`src/ctp_pkg.sv`:
```
// Shared types, constants and elaboration-time helpers for the coordinated-turn predictor.
// No dependencies; every other file but ctp_checker imports this package.
package ctp_pkg;

  localparam int CORDIC_STEPS = 24;
  localparam int MOD_STEPS    = 17;
  localparam int DIV_STEPS    = 47;
  localparam int CIDX_W       = $clog2(CORDIC_STEPS);
  localparam int MIDX_W       = $clog2(MOD_STEPS);

  localparam logic signed [63:0] PI_Q60      = 64'sh3243F6A8885A308D;
  localparam logic signed [63:0] PI_Q44      = (PI_Q60 + 64'sd32768) >>> 16;
  localparam logic signed [63:0] HALF_PI_Q44 = (PI_Q60 + 64'sd65536) >>> 17;
  localparam logic signed [63:0] TWO_PI_Q44  = (PI_Q60 + 64'sd16384) >>> 15;

  localparam logic signed [47:0] PI_ANG      = 48'(PI_Q44);
  localparam logic signed [47:0] HALF_PI_ANG = 48'(HALF_PI_Q44);
  localparam logic signed [47:0] TWO_PI_ANG  = 48'(TWO_PI_Q44);

  localparam logic signed [33:0] GAIN_Q30 = 34'sd652032874;
  localparam logic signed [33:0] ONE_Q30  = 34'sd1073741824;
  localparam logic [46:0]        Q_LIMIT  = 47'h0_FFFF_FFFF;

  typedef struct packed {
    logic signed [31:0] px;
    logic signed [31:0] py;
    logic signed [31:0] vx;
    logic signed [31:0] vy;
    logic signed [31:0] vz;
    logic signed [31:0] w;
    logic signed [31:0] lin_x;
    logic signed [31:0] lin_y;
    logic signed [31:0] lin_z;
  } side_t;

  typedef struct packed {
    logic        neg;
    logic [63:0] r;
    side_t       side;
  } mod_t;

  typedef struct packed {
    logic               flip;
    logic signed [33:0] x;
    logic signed [33:0] y;
    logic signed [47:0] z;
    side_t              side;
  } cor_t;

  typedef struct packed {
    logic        neg;
    logic [46:0] num;
    logic [31:0] rem;
    logic [46:0] quo;
  } div_lane_t;

  typedef struct packed {
    logic [31:0]        den;
    div_lane_t          so;
    div_lane_t          co;
    logic signed [33:0] s;
    logic signed [33:0] c;
    side_t              side;
  } div_t;

  typedef logic [CORDIC_STEPS-1:0][47:0] atan_tab_t;

  function automatic logic [63:0] udiv64(input logic [63:0] n, input logic [63:0] d);
    logic [63:0] q;
    logic [64:0] r;
    q = '0;
    r = '0;
    for (int b = 63; b >= 0; b--) begin
      r = {r[63:0], n[b]};
      if (r >= {1'b0, d}) begin
        r    = r - {1'b0, d};
        q[b] = 1'b1;
      end
    end
    return q;
  endfunction

  function automatic logic [47:0] atan_q44(input int i);
    logic signed [63:0] sum;
    logic signed [63:0] term;
    int sh;
    sum = '0;
    if (i == 0) begin
      return 48'(((PI_Q60 >>> 2) + 64'sd32768) >>> 16);
    end
    for (int k = 0; k < 64; k++) begin
      sh = 60 - i * (2 * k + 1);
      if (sh >= 0) begin
        term = $signed(udiv64(64'd1 << sh, 64'(2 * k + 1)));
        if (k[0]) begin
          sum = sum - term;
        end else begin
          sum = sum + term;
        end
      end
    end
    return 48'((sum + 64'sd32768) >>> 16);
  endfunction

  function automatic atan_tab_t build_atan();
    atan_tab_t t;
    for (int i = 0; i < CORDIC_STEPS; i++) begin
      t[i] = atan_q44(i);
    end
    return t;
  endfunction

  localparam atan_tab_t ATAN_TAB = build_atan();

  function automatic logic signed [31:0] sat32(input logic signed [69:0] v);
    if (v > 70'sd2147483647) begin
      return 32'sh7FFFFFFF;
    end
    if (v < -70'sd2147483648) begin
      return 32'sh80000000;
    end
    return v[31:0];
  endfunction

endpackage

```
`src/ctp_mod_cell.sv`:
```
// One restoring step of the angle reduction modulo two pi.
// Depends on ctp_pkg.
module ctp_mod_cell (
  input  logic                      clk,
  input  logic                      rst_n,
  input  logic                      en,
  input  logic [ctp_pkg::MIDX_W-1:0] k,
  input  logic                      in_vld,
  input  ctp_pkg::mod_t             in_d,
  output logic                      out_vld,
  output ctp_pkg::mod_t             out_d
);
  import ctp_pkg::*;

  logic [63:0] step;
  mod_t        d_nxt;
  mod_t        d_r;
  logic        vld_r;

  always_comb begin
    step  = 64'(TWO_PI_Q44) << k;
    d_nxt = in_d;
    if (in_d.r >= step) begin
      d_nxt.r = in_d.r - step;
    end
  end

  always_ff @(posedge clk) begin
    if (!rst_n) begin
      vld_r <= 1'b0;
    end else if (en) begin
      vld_r <= in_vld;
    end
  end

  always_ff @(posedge clk) begin
    if (en) begin
      d_r <= d_nxt;
    end
  end

  assign out_vld = vld_r;
  assign out_d   = d_r;
endmodule

```
`config.mk`:
```
export PLATFORM = sky130hd
export DESIGN_NAME = ctp_mod_cell
export DESIGN_NICKNAME = d
export VERILOG_FILES = /design/src/ctp_pkg.sv /design/src/ctp_mod_cell.sv
export SDC_FILE = /design/constraint.sdc
export NUM_CORES = 1
export LEC_CHECK = 0
export ABC_CLOCK_PERIOD_IN_PS = 4750
export BUFFER_PORTS_ARGS = -buffer_cell sky130_fd_sc_hd__buf_2
export CORE_AREA = 2 2 282 284
export DETAILED_ROUTE_END_ITERATION = 8
export DIE_AREA = 0 0 284 286
export PLACE_DENSITY = 0.49
export SLEW_MARGIN = 20
export SYNTH_ARGS = -nofsm -noshare
export SYNTH_HDL_FRONTEND = slang
export SYNTH_SLANG_ARGS = --single-unit
```
`constraint.sdc`:
```
create_clock -name clk -period 4.75 [get_ports clk]
set_input_delay 0.2375 -clock clk [delete_from_list [all_inputs] [get_ports clk]]
set_output_delay 0.2375 -clock clk [all_outputs]
set_load 0.1 [all_outputs]
```
==> run_results.csv <==
group,metric,value,unit
timing,tns,0,ps
cts,clk_pin_slew,60,ps
worst_setup_path,start_kind,"input pin",
synth,synth-main-ff-cell,"edfxtp_1",
cts,numCtsBuffers,44,
run,maxCapViolCount,0,
synth,yosys_warnings,0,
worst_setup_path,worstPathArrival,4580,ps
routing,dr.pass1.iters,5,
synth,synth-seq-cells,354,
worst_setup_path,required,5110,ps
die,die_h,286,um
worst_setup_path,crit_top_cell,"a21oi_1",
timing,fmax,236.5,MHz
timing,relSlewSlack,44.18,%
global_routing,grt_pass1_vias,16140,
routing,drc,0,
routing,drt_iter0_drc,1122,
die,core-area,0.07836,mm^2
cts,cts_buffer_depth,3,
global_routing,antenna_found_initial,39,
synth,netlist_area,0.01619,mm^2
die,die-area,0.08122,mm^2
place,io_buffers,715,
finish,nNetsFinal,2925,
finish,syn_to_final_growth,67.60,%
global_routing,grt_first_pass_wirelength,125.7,mm
cts,cts_tree,"done",
die,rows,103,
timing,rsz0062_at_grt,"no",
timing,final-hold-violation-count,0,
synth,synth_cell_types,67,
finish,final_cells,3590,
routing,vias,15690,
global_routing,track_usage,22.13,%
routing,final_antenna_net_count,0,
outcome,outcome,"complete, no violations",
worst_setup_path,crit_type,"in2reg",
synth,syn_nets,1692,
die,io_pins,716,
timing,setup_viol,0,
synth,synth_top_area_share,65.47,%
place,gp_congestion,0.9393,
power_and_ir_drop,leakagePower,11.58,nW
place,dp_hpwl,75.88,mm
global_routing,grt_max_degree,124,
routing,wl_per_cell,26.15,um
power_and_ir_drop,power.total,11.78,mW
die,initial_utilization,20.66,%
cts,cts_hold_buf,328,
cts,htree_levels,2,
worst_setup_path,critPathSlowestCell,"a21oi_1",
worst_setup_path,cp-end-kind,"register",
finish,drive_gt1_share,39.71,%
cts,cts_sinks,354,
global_routing,gr-total-overflow,0,
synth,async_flop_share,0,%
synth,avgSynthCellArea,12.87,um^2
timing,drv_slew,0,
timing,worstMarginPinSlew,837.3,ps
synth,synth-seq-area-share,65.60,%
timing,period_share,89.02,%
cts,post-cts-setup-buffer-count,0,
cts,insertion_delay,610,ps
place,dp.cells,3167,
die,die_w,284,um
hold_path,hold_class,"in2reg",
timing,fin_hold_ws,35.88,ps
cts,cts_root_buf,"clkbuf_16",
routing,drt-total-wl,93.88,mm
synth,syn_inst,1258,
synth,synth.area.top_cells,"edfxtp_1 65%, ha_1 5.6%, a21oi_1 4.8%",
worst_setup_path,cp_max_fo,5,
routing,via_per_inst,4.370,
worst_setup_path,max_stage_delay,390,ps
timing,final.setup_skew,0,ps
cts,ctsResizeCount,0,
timing,final.min_clock_period,4229,ps
power_and_ir_drop,power_density,434.2,mW/mm^2
power_and_ir_drop,irDropWorstVdd,0.2051,mV
worst_setup_path,crit_chain,"buf_2 > inv_1 > ha_1 > nand2_1 > a21oi_1 > a21oi_1 > or2_2 > ha_1 > a21oi_1 > o21ai_0 > a41oi_1 > nand3_1 > o211ai_1 > nand2_1 > a21oi_1 > buf_4 > a31oi_1 > a211oi_1 > xor2_1 > a21oi_1",
synth,synth_top_area_cell,"edfxtp_1",
synth,synth_edf_count,353,
-- registers in the layout, summed over array words and instances, names as in the netlist --
register and count:
out_vld 1, out_d 353
-- through the flow --
step | utilization (%) | cell area (um^2) | setup WS (ps)
after floorplan | - | 16190 | 584.1
after global placement | 28.63 | 22440 | -80.93
after detailed placement | 28.63 | 22440 | -37.01
after CTS | 34.57 | 27090 | 603.8
after global routing | 34.60 | 27110 | 315.6
final | 34.63 | 27130 | 521.3
-- placed cells by master, fill, tap and decap left out, drive strengths merged, types with 4 or more instances in the layout --
master and count:
nand2b 11, mux2i 11, edfxtp 353, a221oi 5
nor2b 11, ha 72, or2 6, a21oi 154
inv 20, nand2 111, a21o 30, nand3 13
o31ai 5, clkinv 19, nand4 11, a31oi 11
xnor2 33, and2 7, clkbuf 51, nor3 15
o21ai 78, xor2 23, o21a 12, a211oi 6
o21bai 12, a2111oi 4, buf 907, nor4 5
a22oi 8, mux2 12, dlygate4sd3 328, o211ai 6
nor2 132, diode 19, and3 6
-- power by group --
part | total, mW | internal (mW) | switching [mW]
logic | 4.54 | 1.11 | 3.43
clock network | 3.30 | 1.82 | 1.48
registers | 3.94 | 3.81 | 0.128
total | 11.8 | 6.74 | 5.04
-- worst paths after layout --
path / start / to / slack [ps] / depth (start not counted)
max reg2reg: out_vld$_SDFFE_PN0P_ / out_vld$_SDFFE_PN0P_ / 3530 / 3
min reg2reg: out_vld$_SDFFE_PN0P_ / out_vld$_SDFFE_PN0P_ / 1120 / 3
max: k[1] / out_d[343]$_DFFE_PP_ / 520 / 20
min: in_d[333] / out_d[333]$_DFFE_PP_ / 40 / 3
-- per-layer routing --
metal | GRT usage [%] | part of all wire (%) | wire (um)
met1 | 25.65 | 39 | 36490
met2 | 34.50 | 44 | 41650
met3 | 10.70 | 12 | 10880
met4 | 10.12 | 5.0 | 4723
met5 | 0 | 0.15 | 138
-- cells in the mapped netlist, types with 7 or more instances --
| cell | number |
|---|---|
| edfxtp_1 | 353 |
| a21oi_1 | 154 |
| nor2_1 | 132 |
| nand2_1 | 111 |
| ha_1 | 72 |
| o21ai_0 | 71 |
| xnor2_1 | 33 |
| clkbuf_1 | 31 |
| a21o_1 | 30 |
| xor2_1 | 23 |
| inv_1 | 19 |
| nor3_1 | 14 |
| nand3_1 | 13 |
| o21a_1 | 12 |
| a31oi_1 | 11 |
| mux2i_1 | 11 |
| nand2b_1 | 11 |
| nand4_1 | 11 |
| nor2b_1 | 11 |
| o21bai_1 | 11 |
| mux2_4 | 8 |
| a22oi_1 | 7 |
| buf_2 | 7 |
-- critical path: cells and delay by family --
family / cells / cell delay [ps]
AOI/OAI and AO/OA: 10 / 2160
adders and majority gates: 2 / 660
and+or+nand+nor: 4 / 780
xor gates and xnor gates: 1 / 230
buffers and inverters: 3 / 510
-- cell type report --
class,count,area [um^2]
antenna,19,47.55
clock buffer,51,1127
clock inverter,25,241.5
fill,8012,51220
inverter,19,71.32
multi-input combinational,837,5288
sequential,354,10620
tap,1050,1314
timing repair buffer,1235,8426
-- cells by family after synthesis --
family | synth area share, %
muxes | 1.700
DFF | 65.60
adders and majority gates | 5.564
AOI/OAI and AO/OA | 13.44
xor gates and xnor gates | 3.029
and+or+nand+nor | 8.880
buffers and inverters | 1.793
No activity file was read; power rests on OpenSTA's default activity.
