## config.mk

```make
export PLATFORM = sky130hd
export DESIGN_NAME = ctp_cordic_cell
export DESIGN_NICKNAME = d
export VERILOG_FILES = /design/src/ctp_pkg.sv /design/src/ctp_cordic_cell.sv
export SDC_FILE = /design/constraint.sdc
export NUM_CORES = 1
export LEC_CHECK = 0
export BUFFER_PORTS_ARGS = -buffer_cell sky130_fd_sc_hd__buf_4
export CORE_AREA = 2 2 318 320
export CTS_CLUSTER_SIZE = 16
export DETAILED_ROUTE_END_ITERATION = 8
export DIE_AREA = 0 0 320 322
export GPL_ROUTABILITY_DRIVEN = 0
export HOLD_SLACK_MARGIN = 0.1
export PLACE_DENSITY = 0.48
export SETUP_SLACK_MARGIN = 0.3
export SLEW_MARGIN = 20
export SYNTH_ARGS = -nofsm -noshare
export SYNTH_HDL_FRONTEND = slang
export SYNTH_SLANG_ARGS = --single-unit
```

## constraint.sdc

```tcl
create_clock -name clk -period 6 [get_ports clk]
set_input_delay 0.3 -clock clk [delete_from_list [all_inputs] [get_ports clk]]
set_output_delay 0.3 -clock clk [all_outputs]
set_load 0.005 [all_outputs]
```

## src/ctp_pkg.sv

```systemverilog
// Shared types, constants and elaboration-time helpers for the coordinated-turn predictor.
// No dependencies; every other file but ctp_checker imports this package.
package ctp_pkg;

  localparam int CORDIC_STEPS = 24;
  localparam int MOD_STEPS    = 17;
  localparam int DIV_STEPS    = 47;
  localparam int CIDX_W       = $clog2(CORDIC_STEPS);
  localparam int MIDX_W       = $clog2(MOD_STEPS);

  localparam logic signed [63:0] PI_Q60      = 64'sh3243F6A8885A308D;
  localparam logic signed [63:0] PI_Q44      = (PI_Q60 + 64'sd32768) >>> 16;
  localparam logic signed [63:0] HALF_PI_Q44 = (PI_Q60 + 64'sd65536) >>> 17;
  localparam logic signed [63:0] TWO_PI_Q44  = (PI_Q60 + 64'sd16384) >>> 15;

  localparam logic signed [47:0] PI_ANG      = 48'(PI_Q44);
  localparam logic signed [47:0] HALF_PI_ANG = 48'(HALF_PI_Q44);
  localparam logic signed [47:0] TWO_PI_ANG  = 48'(TWO_PI_Q44);

  localparam logic signed [33:0] GAIN_Q30 = 34'sd652032874;
  localparam logic signed [33:0] ONE_Q30  = 34'sd1073741824;
  localparam logic [46:0]        Q_LIMIT  = 47'h0_FFFF_FFFF;

  typedef struct packed {
    logic signed [31:0] px;
    logic signed [31:0] py;
    logic signed [31:0] vx;
    logic signed [31:0] vy;
    logic signed [31:0] vz;
    logic signed [31:0] w;
    logic signed [31:0] lin_x;
    logic signed [31:0] lin_y;
    logic signed [31:0] lin_z;
  } side_t;

  typedef struct packed {
    logic        neg;
    logic [63:0] r;
    side_t       side;
  } mod_t;

  typedef struct packed {
    logic               flip;
    logic signed [33:0] x;
    logic signed [33:0] y;
    logic signed [47:0] z;
    side_t              side;
  } cor_t;

  typedef struct packed {
    logic        neg;
    logic [46:0] num;
    logic [31:0] rem;
    logic [46:0] quo;
  } div_lane_t;

  typedef struct packed {
    logic [31:0]        den;
    div_lane_t          so;
    div_lane_t          co;
    logic signed [33:0] s;
    logic signed [33:0] c;
    side_t              side;
  } div_t;

  typedef logic [CORDIC_STEPS-1:0][47:0] atan_tab_t;

  function automatic logic [63:0] udiv64(input logic [63:0] n, input logic [63:0] d);
    logic [63:0] q;
    logic [64:0] r;
    q = '0;
    r = '0;
    for (int b = 63; b >= 0; b--) begin
      r = {r[63:0], n[b]};
      if (r >= {1'b0, d}) begin
        r    = r - {1'b0, d};
        q[b] = 1'b1;
      end
    end
    return q;
  endfunction

  function automatic logic [47:0] atan_q44(input int i);
    logic signed [63:0] sum;
    logic signed [63:0] term;
    int sh;
    sum = '0;
    if (i == 0) begin
      return 48'(((PI_Q60 >>> 2) + 64'sd32768) >>> 16);
    end
    for (int k = 0; k < 64; k++) begin
      sh = 60 - i * (2 * k + 1);
      if (sh >= 0) begin
        term = $signed(udiv64(64'd1 << sh, 64'(2 * k + 1)));
        if (k[0]) begin
          sum = sum - term;
        end else begin
          sum = sum + term;
        end
      end
    end
    return 48'((sum + 64'sd32768) >>> 16);
  endfunction

  function automatic atan_tab_t build_atan();
    atan_tab_t t;
    for (int i = 0; i < CORDIC_STEPS; i++) begin
      t[i] = atan_q44(i);
    end
    return t;
  endfunction

  localparam atan_tab_t ATAN_TAB = build_atan();

  function automatic logic signed [31:0] sat32(input logic signed [69:0] v);
    if (v > 70'sd2147483647) begin
      return 32'sh7FFFFFFF;
    end
    if (v < -70'sd2147483648) begin
      return 32'sh80000000;
    end
    return v[31:0];
  endfunction

endpackage

```

## src/ctp_cordic_cell.sv

```systemverilog
// One rotation-mode CORDIC micro-rotation.
// Depends on ctp_pkg (arctangent table).
module ctp_cordic_cell (
  input  logic                       clk,
  input  logic                       rst_n,
  input  logic                       en,
  input  logic [ctp_pkg::CIDX_W-1:0] idx,
  input  logic                       in_vld,
  input  ctp_pkg::cor_t              in_d,
  output logic                       out_vld,
  output ctp_pkg::cor_t              out_d
);
  import ctp_pkg::*;

  logic signed [33:0] xs;
  logic signed [33:0] ys;
  logic signed [47:0] ang;
  cor_t               d_nxt;
  cor_t               d_r;
  logic               vld_r;

  always_comb begin
    xs    = in_d.x >>> idx;
    ys    = in_d.y >>> idx;
    ang   = $signed(ATAN_TAB[idx]);
    d_nxt = in_d;
    if (in_d.z >= 0) begin
      d_nxt.x = in_d.x - ys;
      d_nxt.y = in_d.y + xs;
      d_nxt.z = in_d.z - ang;
    end else begin
      d_nxt.x = in_d.x + ys;
      d_nxt.y = in_d.y - xs;
      d_nxt.z = in_d.z + ang;
    end
  end

  always_ff @(posedge clk) begin
    if (!rst_n) begin
      vld_r <= 1'b0;
    end else if (en) begin
      vld_r <= in_vld;
    end
  end

  always_ff @(posedge clk) begin
    if (en) begin
      d_r <= d_nxt;
    end
  end

  assign out_vld = vld_r;
  assign out_d   = d_r;
endmodule

```

==> results.py <==
metrics = {
    "worst_setup_path": {
        "cp_cell_sequence": "dlygate4sd3_1 > buf_4 > mux4_2 > a22oi_1 > o21ai_0 > or2_2 > inv_1 > ha_1 > nand2_1 > o41ai_1 > xnor2_1 > ha_1 > and3_1 > or3b_2 > a21oi_1 > o21ai_0 > a21oi_1 > nor2_1 > o31ai_2 > or4_1 > a311oi_1 > xnor2_1",
        "reg2reg_slack_ps": 4810,
        "crit_type": "in -> reg",
        "crit_path_max_fanout": 4,
        "critPathMaxStageDelay_ps": 600,
        "timing.rr.end": "out_vld$_SDFFE_PN0P_",
        "cp_slowest_cell": "o21ai_0",
        "worstPathRequired_ps": 6360,
        "cp_top_family": "compound AO/OA/AOI/OAI gates",
        "reg2reg_depth": 3,
        "arrival_ps": 5730,
        "crit_buf_inv": 3,
        "critPathCaptureType": "flip-flop",
        "r2r-start": "out_vld$_SDFFE_PN0P_",
        "start_kind": "input port",
    },
    "global_route": {
        "track_usage_pct": 26.8,
        "grt_pass1_vias": 25800,
        "grt_overflow": 0,
        "grt_max_degree": 150,
        "grt_pass1_wl_mm": 196,
        "antenna_found_initial": 39,
    },
    "final_layout": {
        "layout-drive-gt1-share_pct": 38.4,
        "syn_to_final_growth_pct": 55.8,
        "nets": 4214,
        "finalInstanceArea_mm2": 0.0408,
        "fin_cells": 5022,
    },
    "timing": {
        "setup_viol": 0,
        "tightest_slew_ps": 966,
        "rsz0062_at_grt": "true",
        "timing.final.crit_period_ps": 5370,
        "hold_viol": 0,
        "max_freq_mhz": 186,
        "max_slew_margin_pct": 35.6,
        "fin_crit_sh_pct": 89.5,
        "drv_slew": 0,
        "fin_skew_ps": 0,
    },
    "floorplanning": {
        "core_mm2": 0.0996,
        "die_x_um": 320,
        "start_util_pct": 26.3,
        "num_rows": 116,
        "design.die.area_mm2": 0.103,
        "die_y_um": 322,
        "ios": 820,
    },
    "min_path": {
        "hp-class": "in -> reg",
        "min_from": "en",
        "holdPathStages": 1,
        "min_to": "out_d[362]$_DFFE_PP_",
    },
    "pwr": {
        "cellPowerDensity_mw_per_mm2": 267,
        "ir_drop_uv": 213,
        "power.leakage_nw": 17.2,
    },
    "clock_tree": {
        "clk_path_buf_depth": 3,
        "cts_max_level": 2,
        "cts.sinks": 406,
        "path_clk_slew_ps": 60,
        "postCtsSetupRepairBufs": 0,
        "clockRootBuffer": "clkbuf_16",
        "cts_tree": "done",
        "numCtsBuffers": 50,
        "worstSkewPairLatency_ps": 610,
    },
    "yosys": {
        "synth.avg_cell_area_um2": 11.6,
        "yosys_warnings": 0,
        "synthFlopType": "edfxtp_1",
        "yosysTopAreaCell": "edfxtp_1",
        "synthesis.area_mm2": 0.0262,
        "synth_cells": 2263,
        "synthTopCellsByArea": "edfxtp_1 (46%), mux4_2 (7.0%), ha_1 (6.0%), xnor2_1 (3.9%), a21oi_1 (3.1%)",
        "async_flop_share_pct": 0,
        "yosys_register_bits": 406,
        "synth_top_area_share_pct": 46.4,
        "synth_nets": 2805,
        "ys_seq_area_share_pct": 46.5,
        "yosysMostFrequentCell": "edfxtp_1",
        "synth_edf_count": 405,
        "synth_cell_types": 110,
        "yosys-top-cells-count": "edfxtp_1 (405), nor2_1 (188), nand2_1 (162), a21oi_1 (161), ha_1 (125)",
    },
    "routing": {
        "first_pass_iters": 6,
        "wl_per_cell_um": 28.6,
        "vias": 25700,
        "wl_mm": 143,
        "drtIter0Drc": 2361,
        "viasPerCell": 5.12,
        "antenna_left": 0,
        "drcViolationCount": 0,
    },
    "place": {
        "io_buffers": 819,
        "post-place-cells": 4625,
        "hpwl_mm": 116,
        "place_area_mm2": 0.0362,
    },
    "outcome": {
        "status": "finished, final reports clean",
    },
    "run": {
        "cap_violations": 0,
    },
}
## where the power goes
part           internal, mW  switching, mW
clock                  1.73           1.32
combinational          1.97           2.05
sequential             3.62          0.181
## layer usage
metal | vias to the layer above | wire (µm) | GRT usage (%)
met3 | 201 | 13100 | 7.77
li1 | 11600 | - | -
met4 | 16 | 4410 | 8.02
met5 | - | 95 | 0
met1 | 12700 | 56800 | 32.9
met2 | 1216 | 69100 | 45.3
## kinds of logic (layout without fill, tap and decap cells)
group           Yosys count  count (layout)  synth area share, %
compound gates          615             615                 15.6
fa+ha+maj               128             128                 6.20
simple gates            579             579                 10.9
xor+xnor                196             196                 6.64
other cells               0              11                    0
buf+inv                 162            1612                 3.10
mux                     177             177                 11.0
flops                   406             406                 46.5
## repair_timing
action / 4_1_cts / 5_1_grt
hold buffers: 293 / 0
endpoints found under the setup margin: 0 / 6
hold endpoints to repair: 292 / 0
gates resized for setup: 0 / 6
## per-stage QoR
| stage | util, % | setup WS (ps) | setup TNS (ps) | hold WS (ps) | total power, mW |
|---|---|---|---|---|---|
| final | 41.0 | 629 | 0 | 146 | 10.9 |
| after global placement | 36.4 | -341 | -1190 | 478 | 7.72 |
| after detailed placement | 36.4 | -258 | -591 | 479 | 7.69 |
| after CTS | 40.9 | 410 | 0 | 109 | 11.0 |
| after floorplan | - | 321 | 0 | 399 | 5.53 |
| after global routing | 41.0 | 299 | 0 | 142 | 11.4 |
## sequential cells by signal (all words and copies together) (netlist names)
name,count
out_d,405
out_vld,1
## cell type report
| type | count | area (µm²) |
|---|---|---|
| repair buffers | 1463 | 11900 |
| well taps | 1298 | 1620 |
| fillers | 9704 | 58800 |
| flip-flops and latches | 406 | 12200 |
| diodes | 11 | 27.5 |
| inverters | 56 | 218 |
| clock inverters | 35 | 305 |
| multi-input cells | 1695 | 13200 |
| clock buffers | 58 | 1300 |
## worst max path at each step
stage	start	to	slack (ps)	depth (start not counted)
floorplan	idx[0]	out_d[368]$_DFFE_PP_	320	24
global placement	idx[3]	out_d[397]$_DFFE_PP_	-340	22
detailed placement	idx[0]	out_d[397]$_DFFE_PP_	-260	22
CTS	idx[0]	out_d[397]$_DFFE_PP_	410	22
global route	in_d[337]	out_d[397]$_DFFE_PP_	300	23
finish	in_d[337]	out_d[402]$_DFFE_PP_	630	22
## cells in the final DEF, fill, tap and decap left out, types with 14 or more instances in the layout
cell / synthesis / routed
a211oi_1: 24 / 23
a21o_1: 54 / 54
a21oi_1: 161 / 161
a31oi_1: 14 / 14
buf_12: 4 / 14
buf_4: 16 / 1154
clkbuf_16: 0 / 51
clkinv_1: 1 / 14
dlygate4sd3_1: 0 / 293
edfxtp_1: 405 / 405
ha_1: 125 / 124
inv_1: 51 / 51
mux2_2: 35 / 35
mux2i_1: 52 / 52
mux4_2: 81 / 81
nand2_1: 162 / 162
nand2b_1: 28 / 28
nand3_1: 32 / 32
nand4_1: 19 / 19
nor2_1: 188 / 188
nor2b_1: 33 / 33
nor3_1: 25 / 25
o211ai_1: 16 / 16
o21a_1: 26 / 26
o21ai_0: 118 / 117
o21ai_1: 14 / 15
o21bai_1: 15 / 15
o22ai_1: 21 / 21
o31ai_1: 22 / 21
xnor2_1: 118 / 118
xor2_1: 75 / 75
No activity file was read; power rests on OpenSTA's default activity.
