===== config.mk =====
export PLATFORM = sky130hd
export DESIGN_NAME = ctp_div_cell
export DESIGN_NICKNAME = d
export VERILOG_FILES = /design/src/ctp_pkg.sv /design/src/ctp_div_cell.sv
export SDC_FILE = /design/constraint.sdc
export NUM_CORES = 1
export LEC_CHECK = 0
export ABC_AREA = 1
export BUFFER_PORTS_ARGS = -buffer_cell sky130_fd_sc_hd__buf_4
export CORE_AREA = 2 2 504 506
export CTS_CLUSTER_SIZE = 10
export DETAILED_ROUTE_END_ITERATION = 6
export DIE_AREA = 0 0 506 508
export PLACE_DENSITY = 0.31
export SLEW_MARGIN = 0
export SYNTH_ARGS = -nofsm -noshare
export SYNTH_HDL_FRONTEND = slang
export SYNTH_SLANG_ARGS = --single-unit

===== constraint.sdc =====
create_clock -name clk -period 3.6 [get_ports clk]
set_input_delay 0.36 -clock clk [delete_from_list [all_inputs] [get_ports clk]]
set_output_delay 0.36 -clock clk [all_outputs]
set_load 0.1 [all_outputs]

===== src/ctp_pkg.sv =====
// Shared types, constants and elaboration-time helpers for the coordinated-turn predictor.
// No dependencies; every other file but ctp_checker imports this package.
package ctp_pkg;

  localparam int CORDIC_STEPS = 24;
  localparam int MOD_STEPS    = 17;
  localparam int DIV_STEPS    = 47;
  localparam int CIDX_W       = $clog2(CORDIC_STEPS);
  localparam int MIDX_W       = $clog2(MOD_STEPS);

  localparam logic signed [63:0] PI_Q60      = 64'sh3243F6A8885A308D;
  localparam logic signed [63:0] PI_Q44      = (PI_Q60 + 64'sd32768) >>> 16;
  localparam logic signed [63:0] HALF_PI_Q44 = (PI_Q60 + 64'sd65536) >>> 17;
  localparam logic signed [63:0] TWO_PI_Q44  = (PI_Q60 + 64'sd16384) >>> 15;

  localparam logic signed [47:0] PI_ANG      = 48'(PI_Q44);
  localparam logic signed [47:0] HALF_PI_ANG = 48'(HALF_PI_Q44);
  localparam logic signed [47:0] TWO_PI_ANG  = 48'(TWO_PI_Q44);

  localparam logic signed [33:0] GAIN_Q30 = 34'sd652032874;
  localparam logic signed [33:0] ONE_Q30  = 34'sd1073741824;
  localparam logic [46:0]        Q_LIMIT  = 47'h0_FFFF_FFFF;

  typedef struct packed {
    logic signed [31:0] px;
    logic signed [31:0] py;
    logic signed [31:0] vx;
    logic signed [31:0] vy;
    logic signed [31:0] vz;
    logic signed [31:0] w;
    logic signed [31:0] lin_x;
    logic signed [31:0] lin_y;
    logic signed [31:0] lin_z;
  } side_t;

  typedef struct packed {
    logic        neg;
    logic [63:0] r;
    side_t       side;
  } mod_t;

  typedef struct packed {
    logic               flip;
    logic signed [33:0] x;
    logic signed [33:0] y;
    logic signed [47:0] z;
    side_t              side;
  } cor_t;

  typedef struct packed {
    logic        neg;
    logic [46:0] num;
    logic [31:0] rem;
    logic [46:0] quo;
  } div_lane_t;

  typedef struct packed {
    logic [31:0]        den;
    div_lane_t          so;
    div_lane_t          co;
    logic signed [33:0] s;
    logic signed [33:0] c;
    side_t              side;
  } div_t;

  typedef logic [CORDIC_STEPS-1:0][47:0] atan_tab_t;

  function automatic logic [63:0] udiv64(input logic [63:0] n, input logic [63:0] d);
    logic [63:0] q;
    logic [64:0] r;
    q = '0;
    r = '0;
    for (int b = 63; b >= 0; b--) begin
      r = {r[63:0], n[b]};
      if (r >= {1'b0, d}) begin
        r    = r - {1'b0, d};
        q[b] = 1'b1;
      end
    end
    return q;
  endfunction

  function automatic logic [47:0] atan_q44(input int i);
    logic signed [63:0] sum;
    logic signed [63:0] term;
    int sh;
    sum = '0;
    if (i == 0) begin
      return 48'(((PI_Q60 >>> 2) + 64'sd32768) >>> 16);
    end
    for (int k = 0; k < 64; k++) begin
      sh = 60 - i * (2 * k + 1);
      if (sh >= 0) begin
        term = $signed(udiv64(64'd1 << sh, 64'(2 * k + 1)));
        if (k[0]) begin
          sum = sum - term;
        end else begin
          sum = sum + term;
        end
      end
    end
    return 48'((sum + 64'sd32768) >>> 16);
  endfunction

  function automatic atan_tab_t build_atan();
    atan_tab_t t;
    for (int i = 0; i < CORDIC_STEPS; i++) begin
      t[i] = atan_q44(i);
    end
    return t;
  endfunction

  localparam atan_tab_t ATAN_TAB = build_atan();

  function automatic logic signed [31:0] sat32(input logic signed [69:0] v);
    if (v > 70'sd2147483647) begin
      return 32'sh7FFFFFFF;
    end
    if (v < -70'sd2147483648) begin
      return 32'sh80000000;
    end
    return v[31:0];
  endfunction

endpackage


===== src/ctp_div_cell.sv =====
// One quotient bit of the two restoring dividers (sin term and one-minus-cos term).
// Depends on ctp_pkg.
module ctp_div_cell (
  input  logic          clk,
  input  logic          rst_n,
  input  logic          en,
  input  logic          in_vld,
  input  ctp_pkg::div_t in_d,
  output logic          out_vld,
  output ctp_pkg::div_t out_d
);
  import ctp_pkg::*;

  logic [32:0] so_sh;
  logic [32:0] co_sh;
  logic        so_ge;
  logic        co_ge;
  div_t        d_nxt;
  div_t        d_r;
  logic        vld_r;

  always_comb begin
    so_sh = {in_d.so.rem, in_d.so.num[46]};
    co_sh = {in_d.co.rem, in_d.co.num[46]};
    so_ge = so_sh >= {1'b0, in_d.den};
    co_ge = co_sh >= {1'b0, in_d.den};
    d_nxt = in_d;
    d_nxt.so.num = {in_d.so.num[45:0], 1'b0};
    d_nxt.co.num = {in_d.co.num[45:0], 1'b0};
    d_nxt.so.quo = {in_d.so.quo[45:0], so_ge};
    d_nxt.co.quo = {in_d.co.quo[45:0], co_ge};
    d_nxt.so.rem = so_ge ? 32'(so_sh - {1'b0, in_d.den}) : so_sh[31:0];
    d_nxt.co.rem = co_ge ? 32'(co_sh - {1'b0, in_d.den}) : co_sh[31:0];
  end

  always_ff @(posedge clk) begin
    if (!rst_n) begin
      vld_r <= 1'b0;
    end else if (en) begin
      vld_r <= in_vld;
    end
  end

  always_ff @(posedge clk) begin
    if (en) begin
      d_r <= d_nxt;
    end
  end

  assign out_vld = vld_r;
  assign out_d   = d_r;
endmodule


==> results of run 1 <==
==> per-stage QoR <==
step                instances  power (uW)  hold slack (ns)  utilization  setup slack (ns)
floorplan                2003       14800            0.453            -              1.61
CTS                      7458       27600           0.0229        0.194             0.316
global placement         6660       17700            0.530        0.157            0.0554
global route             7475       28000           0.0834        0.194            0.0769
detailed placement       6660       17600            0.539        0.157            0.0624
finish                   7480       27000           0.0862        0.194             0.319
==> worst max-delay path, cell delays in order <==
cell	delay, ns
sky130_fd_sc_hd__dlygate4sd3_1	0.53
sky130_fd_sc_hd__buf_4	0.14
sky130_fd_sc_hd__inv_1	0.26
sky130_fd_sc_hd__ha_1	0.35
sky130_fd_sc_hd__nand2_1	0.16
sky130_fd_sc_hd__nor2_2	0.08
sky130_fd_sc_hd__nand2_1	0.09
sky130_fd_sc_hd__nor2_2	0.05
sky130_fd_sc_hd__nand3_1	0.09
sky130_fd_sc_hd__nand3_1	0.11
sky130_fd_sc_hd__nor2_4	0.84
sky130_fd_sc_hd__nand2_8	0.38
sky130_fd_sc_hd__nand2_1	0.19
sky130_fd_sc_hd__nand2_1	0.06
==> layout make-up <==
class                      instances  area [um^2]  share of cell area
sequential                       641        19200               0.392
clock inverter                    51          543              0.0111
inverter                         300         1130              0.0230
tap                             3366         4210              0.0859
clock buffer                     109         2340              0.0478
antenna                           22         55.1             0.00112
multi-input combinational       1041         5140               0.105
timing repair buffer            1950        16400               0.334
==> flip-flops by register name, summed over array words and instances (netlist names) <==
signal	cells
out_d	640
out_vld	1
==> how the worst max path moves through the flow <==
stage	endpoint	cells past startpoint
2_1_floorplan	out_d[407]	12
3_3_place_gp	out_d[430]	13
3_5_place_dp	out_d[428]	13
4_1_cts	out_d[428]	14
5_1_grt	out_d[428]	14
6_report	out_d[427]	14
==> kinds of logic after synthesis <==
logic type	count (synthesis)	share of synthesized area
flops	641	0.749
fa+ha+maj	66	0.0327
other cells	1	0.000146
simple gates	903	0.149
buf+inv	321	0.0516
xor+xnor	28	0.00954
compound gates	42	0.00862
==> synth_stat cells, drive strengths merged (9+ instances only) <==
cell type / instances / share of area
nand3: 127 / 0.025
edfxtp: 640 / 0.75
nand4: 9 / 0.0028
buf: 19 / 0.0072
ha: 64 / 0.031
and2: 9 / 0.0022
inv: 300 / 0.044
a21oi: 38 / 0.0075
xor2: 26 / 0.0089
nor3: 18 / 0.0041
nand2: 648 / 0.099
nor2: 87 / 0.014
==> layer usage <==
metal,track usage,vias up
met3,0.0346,225
met1,0.159,11500
met5,0,-
li1,-,10800
met2,0.256,978
met4,0.0344,34
==> power by group through the flow <==
stage	Clock [uW]	Sequential (uW)	Combinational, uW
after floorplan	0	13900	856
after global placement	0	9380	8300
after detailed placement	0	9360	8280
after CTS	9410	9230	8990
after global routing	9630	9290	9130
final	8980	9220	8820
==> what timing repair did <==
action | 4_1_cts | 5_1_grt
endpoints found under the setup margin | 0 | 0
hold endpoints to repair | 637 | 0
hold buffers | 638 | 0
==> impl_metrics.tcl, run 1 <==
set metrics [dict create \
    cts_max_path_buffers 3 \
    initial_utilization 0.102 \
    fin_worst_skew_ns 0 \
    timing.rr.end "out_vld" \
    clk_latency_ns 0.70 \
    wirelength_met1_um 72700 \
    gr-usage-all-layers 0.139 \
    routed_wirelength_um 186000 \
    worstPathRequired_ns 4.05 \
    drc 0 \
    post-route-period-util 0.911 \
    synth.cell_area_um2 25700 \
    final_antenna_net_count 0 \
    area.growth.synth_to_final_pct 90.8 \
    timing.max_cap.violations 0 \
    chipWidth_um 506 \
    grt-ovfl-total 0 \
    post_cts_setup_buffer_count 0 \
    ys.flop_type "sky130_fd_sc_hd__edfxtp_1" \
    timing.hold.worst.start "in_d[424]" \
    timing.reg2reg.worst_path_depth 3 \
    hold-path-endpoint "out_d[425]" \
    slew_viol_final 0 \
    timing.max_slew.rel_slack 0.266 \
    yosys_register_bits 641 \
    power.share.combinational 0.326 \
    clkPwrFrac 0.332 \
    final_area_um2 49000 \
    placed_area_um2 39700 \
    power.net_switching_uw 10900 \
    p_leak_uw 0.0212 \
    grt_pass1_vias 24100 \
    endpoint_kind "flip-flop" \
    power.density_nw_per_um2 551 \
    peakVddDrop_uv 332 \
    place_hpwl_um 156000 \
    cts_tree "done" \
    detailedRoute.firstPassIterationCount 6 \
    layout_commonest_cell "sky130_fd_sc_hd__buf_4" \
    fp.dieH_um 508 \
    worst-slew-pin-transition_ns 1.10 \
    synth.yosys.seq_area_share 0.749 \
    power.share.switching 0.404 \
    first_iter_violations 1337 \
    outcome "finished, final reports clean" \
    reg2reg_setup_slack_ns 2.41 \
    totalNegativeSetupSlack_ns 0 \
    core-area_um2 252000 \
    globalplace.congestion 0.845 \
    wire_length_of_the_first_global_routing_pass_um 237000 \
    top_layer_used "met5" \
    top_level_ports 1289 \
    syn-instance-count 2002 \
    setup-violations-final 0 \
    worst-path-max-fanout 33 \
    worstReg2RegStart "out_vld" \
    h-tree-depth 3 \
    met3WireLength_um 11400 \
    yosys_warnings 0 \
    start_kind "input pin" \
    seq_power_share 0.341 \
    route.met2.wl_um 97500 \
    root_buffer "sky130_fd_sc_hd__clkbuf_16" \
    avgRoutedWirePerCell_um 24.9 \
    async_set_or_reset_flop_fraction_in_the_synthesized_netlist 0 \
    routed-via-count 23500 \
    cellInternalPower_uw 16100 \
    arrival_time_worst_endpoint_ns 3.73 \
    cts_resized 0 \
    clkSinkCount 641 \
    timing.final.crit_period_ns 3.28 \
    timing.hold.worst_path_depth 3 \
    via_density_per_instance 3.14 \
    layout_common_cells "sky130_fd_sc_hd__buf_4 (1301), sky130_fd_sc_hd__edfxtp_1 (640), sky130_fd_sc_hd__dlygate4sd3_1 (638), sky130_fd_sc_hd__nand2_1 (615), sky130_fd_sc_hd__inv_1 (296)" \
    final_layout_size_suffix_gt1_frac 0.365 \
    postSynthAreaPerCell_um2 12.8 \
    antenna_violations_before_repair 81 \
    cts_inserted_buffers 90 \
    netlist-cell-type-count 38 \
    finalNetCount 4736 \
    timing_worst_setup_path_type "in2reg" \
    nFillCells 27900 \
    fmaxAchievable_mhz 305 \
    io_buffers 1284 \
    die-area_um2 257000 \
    critical_path.startpoint "in_d[618]" \
    rsz0062_at_grt "false" \
    final-hold-violation-count 0 \
    num_rows 185 \
    class_of_the_tightest_hold_or_removal_check "in2reg" \
    synth-edff-count 640 \
    grt_max_degree 82 \
    cts_clk_pin_slew_worst_paths_ns 0.05 \
]
Power figures use the tool's default switching activity.
==> run 2: changes to the inputs <==
PLACE_DENSITY = 0.3   (was 0.31)
==> impl_metrics.tcl, run 2 (synthesis gave the netlist of run 1 again) <==
set metrics [dict create \
    outcome "finished, final reports clean" \
    globalplace.congestion 0.848 \
    via_density_per_instance 3.16 \
    worst_path_max_delay_cell "sky130_fd_sc_hd__nor2_4" \
    grt-ovfl-total 0 \
    cts_max_path_buffers 3 \
    core-area_um2 252000 \
    power.density_nw_per_um2 547 \
    totalNegativeSetupSlack_ns 0 \
    slew_viol_final 0 \
    peakVddDrop_uv 354 \
    layout_commonest_cell "sky130_fd_sc_hd__buf_4" \
    root_buffer "sky130_fd_sc_hd__clkbuf_16" \
    grt_max_degree 80 \
    timing_worst_setup_path_type "in2reg" \
    placed_area_um2 39700 \
    layout_common_cells "sky130_fd_sc_hd__buf_4 (1298), sky130_fd_sc_hd__dlygate4sd3_1 (640), sky130_fd_sc_hd__edfxtp_1 (640), sky130_fd_sc_hd__nand2_1 (615), sky130_fd_sc_hd__inv_1 (296)" \
    largest_register_ffs 640 \
    arrival_time_worst_endpoint_ns 3.68 \
    top_level_ports 1289 \
    drc 0 \
    p_leak_uw 0.0211 \
    avgRoutedWirePerCell_um 24.8 \
    worstPathRequired_ns 4.05 \
    critPathMostFrequentCell "sky130_fd_sc_hd__nand2_1" \
    cp_slowest_stage_delay_ns 0.80 \
    num_rows 185 \
    timing.max_slew.rel_slack 0.302 \
    rsz0062_at_grt "false" \
    routed-via-count 23600 \
    gr-usage-all-layers 0.138 \
    worst_slack_on_hold_paths_ns 0.287 \
    io_buffers 1284 \
    fp.dieH_um 508 \
    chipWidth_um 506 \
    crit_buf_inv 4 \
    post-route-period-util 0.900 \
    wire_length_of_the_first_global_routing_pass_um 237000 \
    routed_wirelength_um 185000 \
    clkSinkCount 641 \
    fmaxAchievable_mhz 309 \
    cts_tree "done" \
    final_area_um2 48900 \
    nFillCells 27800 \
    class_of_the_tightest_hold_or_removal_check "in2reg" \
    cts_resized 0 \
    final_layout_size_suffix_gt1_frac 0.363 \
    setup-violations-final 0 \
    h-tree-depth 3 \
    cp_top_family "simple AND/OR/NAND/NOR gates" \
    clk_latency_ns 0.72 \
    cts_clk_pin_slew_worst_paths_ns 0.06 \
    area.growth.synth_to_final_pct 90.5 \
    initial_utilization 0.102 \
    finalNetCount 4734 \
    cp_cell_sequence "dlygate4sd3_1 -> buf_4 -> inv_1 -> ha_1 -> nand2_1 -> nor2_1 -> inv_1 -> nor2_1 -> nand2_1 -> nand3_1 -> nor2_4 -> nand2_8 -> nand2_1 -> nand2_1" \
    worst-path-max-fanout 33 \
    timing.max_cap.violations 0 \
    final-hold-violation-count 0 \
    endpoint_kind "flip-flop" \
    cts_inserted_buffers 89 \
    place_hpwl_um 155000 \
    grt_pass1_vias 24300 \
    final_antenna_net_count 0 \
    antenna_violations_before_repair 82 \
    die-area_um2 257000 \
    fin_worst_skew_ns 0 \
    first_iter_violations 1365 \
    timing.final.crit_period_ns 3.24 \
    start_kind "input pin" \
    detailedRoute.firstPassIterationCount 5 \
    worst-slew-pin-transition_ns 1.04 \
]
run 2: cell types whose count changed in the layout (fill, tap and decap cells not counted), sizes merged:
cell / change
clkinv: +4
dlygate4sd3: +2
bufinv: -2
diode: +7
clkbuf: -3
buf: -3
clkinvlp: -1
inv: -2
run 2: per-stage QoR:
step | std cells | util | total power [uW] | worst slack (ns)
global placement | 6657 | 0.157 | 17700 | 0.0660
finish | 7482 | 0.194 | 26800 | 0.362
floorplan | 2003 | - | 14800 | 1.61
detailed placement | 6657 | 0.157 | 17600 | 0.0158
global route | 7471 | 0.194 | 27800 | 0.130
CTS | 7453 | 0.194 | 27400 | 0.297
run 2: final timing paths:
kind / from / end / slack [ns] / cells past startpoint
max: in_d[638] / out_d[431] / 0.36 / 14
min: en / out_d[133] / 0.29 / 1
max reg2reg: out_vld / out_vld / 2.40 / 3
min reg2reg: out_vld / out_vld / 1.12 / 3
run 2: repair_timing:
action,CTS,global route
setup buffers,0,0
hold buffers,640,0
hold endpoints to repair,639,0
run 2: area by class of cell:
| cell class | instances | area (um^2) | area share |
|---|---|---|---|
| inverters | 300 | 1130 | 0.0230 |
| flip-flops and latches | 641 | 19200 | 0.393 |
| multi-input cells | 1041 | 5140 | 0.105 |
| clock buffers | 106 | 2290 | 0.0468 |
| well taps | 3366 | 4210 | 0.0861 |
| clock inverters | 50 | 500 | 0.0102 |
| repair buffers | 1949 | 16400 | 0.334 |
| diodes | 29 | 72.6 | 0.00148 |
run 2: power by group:
group	internal [uW]	switching, uW
clock	4860	3860
combinational	2040	6780
sequential	8970	257
run 2: worst reg2reg max path: cells and delay by family (launching register included):
family,cells,cell delay [ns]
buffers and inverters,1,0.56
DFF,1,0.31
AOI/OAI and AO/OA,2,0.21
run 2: per-layer routing:
| layer | vias to the layer above | part of all wire | track usage |
|---|---|---|---|
| li1 | 10800 | - | - |
| met1 | 11600 | 0.38 | 0.154 |
| met2 | 935 | 0.53 | 0.258 |
| met3 | 236 | 0.059 | 0.0338 |
| met4 | 40 | 0.030 | 0.0404 |
| met5 | - | 0.0014 | 0 |
